**config.mk**
```make
export PLATFORM = sky130hd
export DESIGN_NAME = bubble_sort_early_exit
export DESIGN_NICKNAME = d
export VERILOG_FILES = /design/src/rtl/bse_pkg.sv /design/src/rtl/bubble_sort_early_exit.sv /design/src/rtl/bse_cswap.sv /design/src/rtl/bse_seq.sv
export VERILOG_INCLUDE_DIRS = /design/src /design/src/rtl
export SDC_FILE = /design/constraint.sdc
export NUM_CORES = 2
export LEC_CHECK = 0
export BUFFER_PORTS_ARGS = -buffer_cell sky130_fd_sc_hd__buf_4
export CAP_MARGIN = 20
export CELL_PAD_IN_SITES_DETAIL_PLACEMENT = 0
export CELL_PAD_IN_SITES_GLOBAL_PLACEMENT = 1
export CORE_UTILIZATION = 38
export CTS_CLUSTER_DIAMETER = 30
export DETAILED_ROUTE_END_ITERATION = 16
export MAX_ROUTING_LAYER = met4
export PLACE_DENSITY = 0.65
export SKIP_CTS_REPAIR_TIMING = 1
export SYNTH_ARGS = -nofsm -noshare
export SYNTH_HDL_FRONTEND = slang
export SYNTH_HIERARCHICAL = 1
export SYNTH_SLANG_ARGS = --single-unit
```
**constraint.sdc**
```tcl
create_clock -name i_clk -period 9 [get_ports i_clk]
set_clock_uncertainty 0.05 [all_clocks]
set_input_delay 1.35 -clock i_clk [delete_from_list [all_inputs] [get_ports i_clk]]
set_output_delay 1.35 -clock i_clk [all_outputs]
set_load 0.005 [all_outputs]
```
**src/rtl/assert_macros.svh**
```systemverilog
// assertion macros used by the rtl file bse_seq.sv
`ifndef ASSERT_MACROS_SVH
`define ASSERT_MACROS_SVH

// same-cycle implication, disabled while reset is held
`define BSE_ASSERT(lbl, clk, rst_n, ante, cons, msg) \
    lbl: assert property (@(posedge clk) disable iff (!rst_n) (ante) |-> (cons)) \
        else $error(msg);

// next-cycle implication, disabled while reset is held
`define BSE_ASSERT_NEXT(lbl, clk, rst_n, ante, cons, msg) \
    lbl: assert property (@(posedge clk) disable iff (!rst_n) (ante) |=> (cons)) \
        else $error(msg);

`endif

```
**src/rtl/bse_pkg.sv**
```systemverilog
// shared constants and types of the bubble sort block
package bse_pkg;

    localparam int DEPTH_DEF = 32;
    localparam int VAL_W     = 32;
    localparam int CNT_W     = 12;

    // one word offered by the sequencer to the output stage
    typedef struct packed {
        logic                    valid;
        logic signed [VAL_W-1:0] value;
        logic                    last;
        logic [CNT_W-1:0]        count;
    } t_emit;

endpackage

```
**src/rtl/bubble_sort_early_exit.sv**
```systemverilog
// top level of the bubble sort block with its output register
// Usage: words enter on i_valid/o_stall, one signed value each; i_is_last
// closes the set, and so does the DEPTH-th word of a set. While a set is
// still loading one word is taken per cycle.
// After the closing word the block sorts ascending with one shared
// compare-and-swap unit over a memory with one write and one read port.
// Each pass runs S_FETCH, S_CMP over each neighbouring pair, then S_TAIL;
// sorting of a set of n words ends after the first pass with no swap or
// after n-1 passes. Results leave on o_valid/i_stall in ascending order:
// each word is read through the registered memory read in S_ORD and
// offered in S_OLD, and a further word is read only after the previous
// one is taken; o_end_of_run marks the last and o_compare_count carries
// the number of comparisons with it, zero otherwise.
// o_stall is high from the closing word until the last result is in the
// output register. A stalled result holds in that register and the
// sequencer waits; the next set may load while the last result waits.
// Reset (synchronous, active low) empties the set and the output register;
// the memory needs no clearing.
module bubble_sort_early_exit #(
    parameter int DEPTH = bse_pkg::DEPTH_DEF
) (
    input  logic                             i_clk,
    input  logic                             i_rst_n,
    input  logic                             i_valid,
    output logic                             o_stall,
    input  logic signed [bse_pkg::VAL_W-1:0] i_value,
    input  logic                             i_is_last,
    output logic                             o_valid,
    input  logic                             i_stall,
    output logic signed [bse_pkg::VAL_W-1:0] o_sorted_value,
    output logic                             o_end_of_run,
    output logic [bse_pkg::CNT_W-1:0]        o_compare_count
);

    bse_pkg::t_emit emit;
    logic           take;
    logic           r_valid;
    logic signed [bse_pkg::VAL_W-1:0] r_value;
    logic           r_end;
    logic [bse_pkg::CNT_W-1:0] r_cnt;

    bse_seq #(
        .DEPTH (DEPTH)
    ) u_seq (
        .i_clk       (i_clk),
        .i_rst_n     (i_rst_n),
        .i_valid     (i_valid),
        .i_value     (i_value),
        .i_is_last   (i_is_last),
        .o_busy      (o_stall),
        .o_emit      (emit),
        .i_emit_take (take)
    );

    // load the output register when it is empty or being drained
    assign take = emit.valid && (!r_valid || !i_stall);

    always_ff @(posedge i_clk) begin
        if (!i_rst_n) begin
            r_valid <= 1'b0;
        end else if (take) begin
            r_valid <= 1'b1;
        end else if (!i_stall) begin
            r_valid <= 1'b0;
        end
    end

    // output word
    always_ff @(posedge i_clk) begin
        if (take) begin
            r_value <= emit.value;
            r_end   <= emit.last;
            r_cnt   <= emit.count;
        end
    end

    assign o_valid         = r_valid;
    assign o_sorted_value  = r_value;
    assign o_end_of_run    = r_end;
    assign o_compare_count = r_cnt;

endmodule

```
**src/rtl/bse_cswap.sv**
```systemverilog
// signed compare-and-swap unit shared by every comparison of the sort
module bse_cswap (
    input  logic signed [bse_pkg::VAL_W-1:0] i_a,
    input  logic signed [bse_pkg::VAL_W-1:0] i_b,
    output logic                             o_gt,
    output logic signed [bse_pkg::VAL_W-1:0] o_lo,
    output logic signed [bse_pkg::VAL_W-1:0] o_hi
);

    // swap only on strictly greater, so equal words keep their order
    assign o_gt = i_a > i_b;
    assign o_lo = o_gt ? i_b : i_a;
    assign o_hi = o_gt ? i_a : i_b;

endmodule

```
**src/rtl/bse_seq.sv**
```systemverilog
// sequencer, element memory and counters of the bubble sort
`include "assert_macros.svh"

module bse_seq #(
    parameter int DEPTH = bse_pkg::DEPTH_DEF
) (
    input  logic                             i_clk,
    input  logic                             i_rst_n,
    input  logic                             i_valid,
    input  logic signed [bse_pkg::VAL_W-1:0] i_value,
    input  logic                             i_is_last,
    output logic                             o_busy,
    output bse_pkg::t_emit                   o_emit,
    input  logic                             i_emit_take
);

    localparam int AW = $clog2(DEPTH);
    localparam int CW = $clog2(DEPTH + 1);

    typedef enum logic [5:0] {
        S_IDLE  = 6'b000001,
        S_FETCH = 6'b000010,
        S_CMP   = 6'b000100,
        S_TAIL  = 6'b001000,
        S_ORD   = 6'b010000,
        S_OLD   = 6'b100000
    } t_state;

    t_state r_state, n_state;
    logic [CW-1:0] r_count, n_count;
    logic [CW-1:0] r_pass, n_pass;
    logic [AW-1:0] r_k, n_k;
    logic signed [bse_pkg::VAL_W-1:0] r_carry, n_carry;
    logic r_swapped, n_swapped;
    logic [bse_pkg::CNT_W-1:0] r_tally, n_tally;
    logic signed [bse_pkg::VAL_W-1:0] r_rd_data;
    logic signed [bse_pkg::VAL_W-1:0] mem [DEPTH];

    logic          mem_we;
    logic [AW-1:0] mem_waddr;
    logic [AW-1:0] mem_raddr;
    logic signed [bse_pkg::VAL_W-1:0] mem_wdata;

    logic          cs_gt;
    logic signed [bse_pkg::VAL_W-1:0] cs_lo, cs_hi;
    logic [CW-1:0] last_idx;
    logic [CW-1:0] k_ext;
    logic [CW-1:0] k_plus2;
    logic          out_last;

    assign last_idx = r_count - CW'(1);
    assign k_ext    = CW'(r_k);
    assign k_plus2  = k_ext + CW'(2);
    assign out_last = (k_ext == last_idx);
    assign o_busy   = (r_state != S_IDLE);

    // carried word against the next stored word
    bse_cswap u_cswap (
        .i_a  (r_carry),
        .i_b  (r_rd_data),
        .o_gt (cs_gt),
        .o_lo (cs_lo),
        .o_hi (cs_hi)
    );

    // word offered to the output stage
    always_comb begin
        o_emit.valid = (r_state == S_OLD);
        o_emit.value = r_rd_data;
        o_emit.last  = out_last;
        o_emit.count = out_last ? r_tally : '0;
    end

    // sequencer
    always_comb begin
        n_state   = r_state;
        n_count   = r_count;
        n_pass    = r_pass;
        n_k       = r_k;
        n_carry   = r_carry;
        n_swapped = r_swapped;
        n_tally   = r_tally;
        mem_we    = 1'b0;
        mem_waddr = r_k;
        mem_wdata = cs_lo;
        mem_raddr = '0;
        unique case (r_state)
            S_IDLE: begin
                if (i_valid) begin
                    mem_we    = 1'b1;
                    mem_waddr = r_count[AW-1:0];
                    mem_wdata = i_value;
                    n_count   = r_count + CW'(1);
                    if (i_is_last || r_count == CW'(DEPTH - 1)) begin
                        n_pass  = '0;
                        n_tally = '0;
                        n_k     = '0;
                        n_state = (r_count == '0) ? S_ORD : S_FETCH;
                    end
                end
            end
            S_FETCH: begin
                n_carry   = r_rd_data;
                n_k       = '0;
                n_swapped = 1'b0;
                mem_raddr = AW'(1);
                n_state   = S_CMP;
            end
            S_CMP: begin
                mem_we    = 1'b1;
                mem_waddr = r_k;
                mem_wdata = cs_lo;
                n_carry   = cs_hi;
                n_swapped = r_swapped | cs_gt;
                n_tally   = r_tally + bse_pkg::CNT_W'(1);
                if (k_ext + CW'(1) == last_idx) begin
                    n_state = S_TAIL;
                end else begin
                    mem_raddr = k_plus2[AW-1:0];
                    n_k       = r_k + AW'(1);
                end
            end
            S_TAIL: begin
                mem_we    = 1'b1;
                mem_waddr = last_idx[AW-1:0];
                mem_wdata = r_carry;
                n_pass    = r_pass + CW'(1);
                if (!r_swapped || r_pass + CW'(1) == last_idx) begin
                    n_k     = '0;
                    n_state = S_ORD;
                end else begin
                    n_state = S_FETCH;
                end
            end
            S_ORD: begin
                mem_raddr = r_k;
                n_state   = S_OLD;
            end
            S_OLD: begin
                mem_raddr = r_k;
                if (i_emit_take) begin
                    if (out_last) begin
                        n_count = '0;
                        n_tally = '0;
                        n_state = S_IDLE;
                    end else begin
                        n_k     = r_k + AW'(1);
                        n_state = S_ORD;
                    end
                end
            end
            default: n_state = S_IDLE;
        endcase
    end

    // control registers
    always_ff @(posedge i_clk) begin
        if (!i_rst_n) begin
            r_state   <= S_IDLE;
            r_count   <= '0;
            r_pass    <= '0;
            r_k       <= '0;
            r_swapped <= 1'b0;
            r_tally   <= '0;
        end else begin
            r_state   <= n_state;
            r_count   <= n_count;
            r_pass    <= n_pass;
            r_k       <= n_k;
            r_swapped <= n_swapped;
            r_tally   <= n_tally;
        end
    end

    // carried word
    always_ff @(posedge i_clk) begin
        r_carry <= n_carry;
    end

    // element memory, one write and one registered read a cycle
    always_ff @(posedge i_clk) begin
        if (mem_we) begin
            mem[mem_waddr] <= mem_wdata;
        end
        r_rd_data <= mem[mem_raddr];
    end

    `BSE_ASSERT(a_cmp_in_set, i_clk, i_rst_n, r_state == S_CMP,
                k_ext + CW'(1) < r_count, "compare beyond the set")
    `BSE_ASSERT_NEXT(a_clean_pass_ends, i_clk, i_rst_n, r_state == S_TAIL && !r_swapped,
                     r_state == S_ORD, "clean pass did not end the sort")
    `BSE_ASSERT(a_idle_count, i_clk, i_rst_n, r_state == S_IDLE,
                r_count < CW'(DEPTH), "store overfilled while loading")

endmodule
```
==> results.json <==
{
  "status": "complete, no violations",
  "crit_fanout": 66,
  "syn_to_final_growth_pct": 21.1,
  "synthCells": 4023,
  "vias_per_cell": 5.80,
  "synth_edf_count": 1101,
  "grt_pass1_vias": 33700,
  "wl_um": 162000,
  "hold_class": "flip-flop to flip-flop",
  "synth_area_um2": 51000,
  "seqCellArea_um2": 34400,
  "cp_slowest_stage_delay_ps": 920,
  "vias": 35300,
  "worstPathRequired_ps": 9290,
  "rsz0062_at_grt": "no",
  "multiInputGateArea_um2": 15200,
  "antenna_found_initial": 4,
  "numPortBuffers": 83,
  "drt_iter0_markers": 4110,
  "h-tree-depth": 4,
  "worstPathArrival_ps": 6300,
  "dpl.hpwl_um": 79000,
  "fmax_ghz": 0.166,
  "initial_core_util_pct": 38.5,
  "grt_max_degree": 146,
  "slowest_stage": "a222oi_1",
  "io_pins": 84,
  "async_flop_share_pct": 0,
  "critPathKind": "flip-flop to flip-flop",
  "floorplan.die.height_um": 368,
  "grt_overflow_total": 0,
  "synth_cell_types": 71,
  "grt_usage_pct": 24.2,
  "rows": 133,
  "yosysSeqAreaShare_pct": 67.6,
  "postRouteAntennaNets": 0,
  "path_delay_family": "compound AO/OA/AOI/OAI gates",
  "timing.critical_path.buf_inv": 4,
  "drt_pass1_iterations": 6,
  "die_w_um": 368,
  "synth_seq_cells": 1170,
  "yosys_most_used_dff": "edfxtp_1",
  "final_util_pct": 46.6,
  "grt_pass1_wl_um": 233000,
  "die_area_um2": 136000,
  "wl_per_cell_um": 26.6,
  "slew_violations": 0,
  "syn_nets": 4099,
  "finalCriticalPeriod_ps": 6010,
  "crit_path_end_kind": "flip-flop",
  "setup_viol": 0,
  "nets": 4201,
  "worst_pin_slew_ps": 1340,
  "yosys_warnings": 6,
  "cts.clk_slew.worst_paths_ps": 40,
  "numCtsBuffers": 233,
  "gp_routability_congestion": 0.788,
  "leakage_uw": 0.0222,
  "clock_path_buffers": 3,
  "clock-sinks": 1170,
  "vdd_drop_max_mv": 0.166,
  "tns_ps": 0,
  "final.fill_count": 11600,
  "timing.final.crit_share_pct": 66.7,
  "hold_violations": 0,
  "maxCapViolCount": 0,
  "clk_latency_ps": 820,
  "drive_gt1_share_pct": 15.4,
  "final_cell_mix": "edfxtp_1, nand2_1, clkbuf_16, nand3_1, mux2i_1",
  "tritoncts": "yes",
  "fin_hold_ws_ps": 449,
  "clockRootBuffer": "clkbuf_16",
  "p_per_area_nw_per_um2": 332,
  "core-area_um2": 132000,
  "slew_headroom_pct": 10.4,
  "path_cells": "inv_1 > ha_1 > nand4_1 > or4_4 > a31o_4 > buf_4 > buf_4 > nor2_1 > nand4b_1 > a222oi_1 > inv_1",
  "critPathLaunchType": "flip-flop",
  "drc": 0,
  "mostFrequentLayoutCell": "edfxtp_1",
  "avgSynthCellArea_um2": 12.7
}
[state kept, by name (all words and copies together) (netlist names)]
register / count
u_seq/mem: 1024
o_sorted_value: 32
u_seq/r_carry: 32
u_seq/r_rd_data: 32
o_compare_count: 12
u_seq/r_tally: 12
u_seq/r_count: 6
u_seq/r_pass: 6
u_seq/r_state: 6
u_seq/r_k: 5
o_end_of_run: 1
o_valid: 1
u_seq/r_swapped: 1
[stage by stage]
step	power (uW)	std cells	setup WS [ps]	instance area, um^2
global route	21200	6088	2810	61700
finish	20500	6089	2990	61700
CTS	20500	6088	3070	61700
floorplan	10200	4023	2030	51000
detailed placement	11800	5645	3080	53600
global placement	11700	5645	3050	53600
[cells by family after synthesis]
family,share of synthesized area [%]
adders and majority gates,0.958
muxes,3.36
and+or+nand+nor,14.7
DFF,67.6
AOI/OAI and AO/OA,9.40
xor gates and xnor gates,0.707
buffers and inverters,3.32
[worst reg2reg max path: cells and delay by family (launching register included)]
| kind | cells | cell delay (ps) |
|---|---|---|
| AND/OR/NAND/NOR | 4 | 1110 |
| buffers and inverters | 4 | 1620 |
| flip-flops | 1 | 730 |
| AO/OA/AOI/OAI | 2 | 1690 |
| adder cells (fa/ha/maj) | 1 | 340 |
[final cells by class]
class	count	share of cell area [%]
clock buffer	286	10.1
sequential	1170	55.8
multi-input combinational	2457	24.7
clock inverter	157	3.12
inverter	95	0.582
antenna	1	0.00406
tap	1755	3.56
timing repair buffer	168	2.19
[routing by layer]
metal | GRT usage [%] | wire [um] | part of all wire (%)
met5 | - | 0 | 0
met3 | 3.75 | 11200 | 6.9
met2 | 37.9 | 77300 | 48
met1 | 32.1 | 69400 | 43
met4 | 7.98 | 4030 | 2.5
[where the power goes]
group          switching, uW  internal (uW)  leakage, uW  total, uW
combinational           2820            914      0.00773       3730
sequential               387           7580       0.0106       7970
clock                   2830           5950      0.00388       8780
[cell usage after synthesis, types with 5 or more instances]
master / number / share of area [%]
ha_1: 39 / 0.96
a221oi_1: 7 / 0.12
nand3b_1: 30 / 0.44
a21oi_1: 54 / 0.53
a2111oi_0: 6 / 0.10
dfxtp_1: 69 / 2.7
nand3_1: 186 / 1.8
or3_1: 11 / 0.14
and3_1: 6 / 0.074
a21o_1: 8 / 0.12
xor2_1: 20 / 0.34
and2_1: 15 / 0.18
buf_4: 9 / 0.13
o21ai_0: 33 / 0.32
buf_1: 23 / 0.17
nand4b_1: 93 / 1.6
a211oi_1: 42 / 0.62
buf_2: 96 / 0.94
buf_6: 7 / 0.15
a22oi_1: 73 / 1.1
nor3_1: 8 / 0.079
nand4_1: 153 / 1.9
mux2i_1: 171 / 3.4
nor4_1: 6 / 0.074
a32oi_1: 164 / 2.8
o211ai_2: 51 / 1.3
a311oi_1: 7 / 0.12
o211ai_1: 22 / 0.32
nor2_1: 156 / 1.1
a222oi_1: 32 / 0.63
inv_1: 95 / 0.70
edfxtp_1: 1101 / 65
nor2b_1: 5 / 0.061
nand2_1: 918 / 6.8
a31oi_1: 69 / 0.85
clkbuf_1: 166 / 1.2
xnor2_1: 18 / 0.31
[worst paths after layout]
| kind | depth (start not counted) | slack (ps) | to | start |
|---|---|---|---|---|
| setup / recovery | 11 | 2990 | u_seq/mem[20][26] | u_seq/r_rd_data[27] |
| hold / removal | 2 | 450 | u_seq/r_tally[10] | u_seq/r_tally[10] |
| setup reg to reg | 11 | 2990 | u_seq/mem[20][26] | u_seq/r_rd_data[27] |
| hold reg to reg | 2 | 450 | u_seq/r_tally[10] | u_seq/r_tally[10] |
Power figures use the tool's default switching activity.
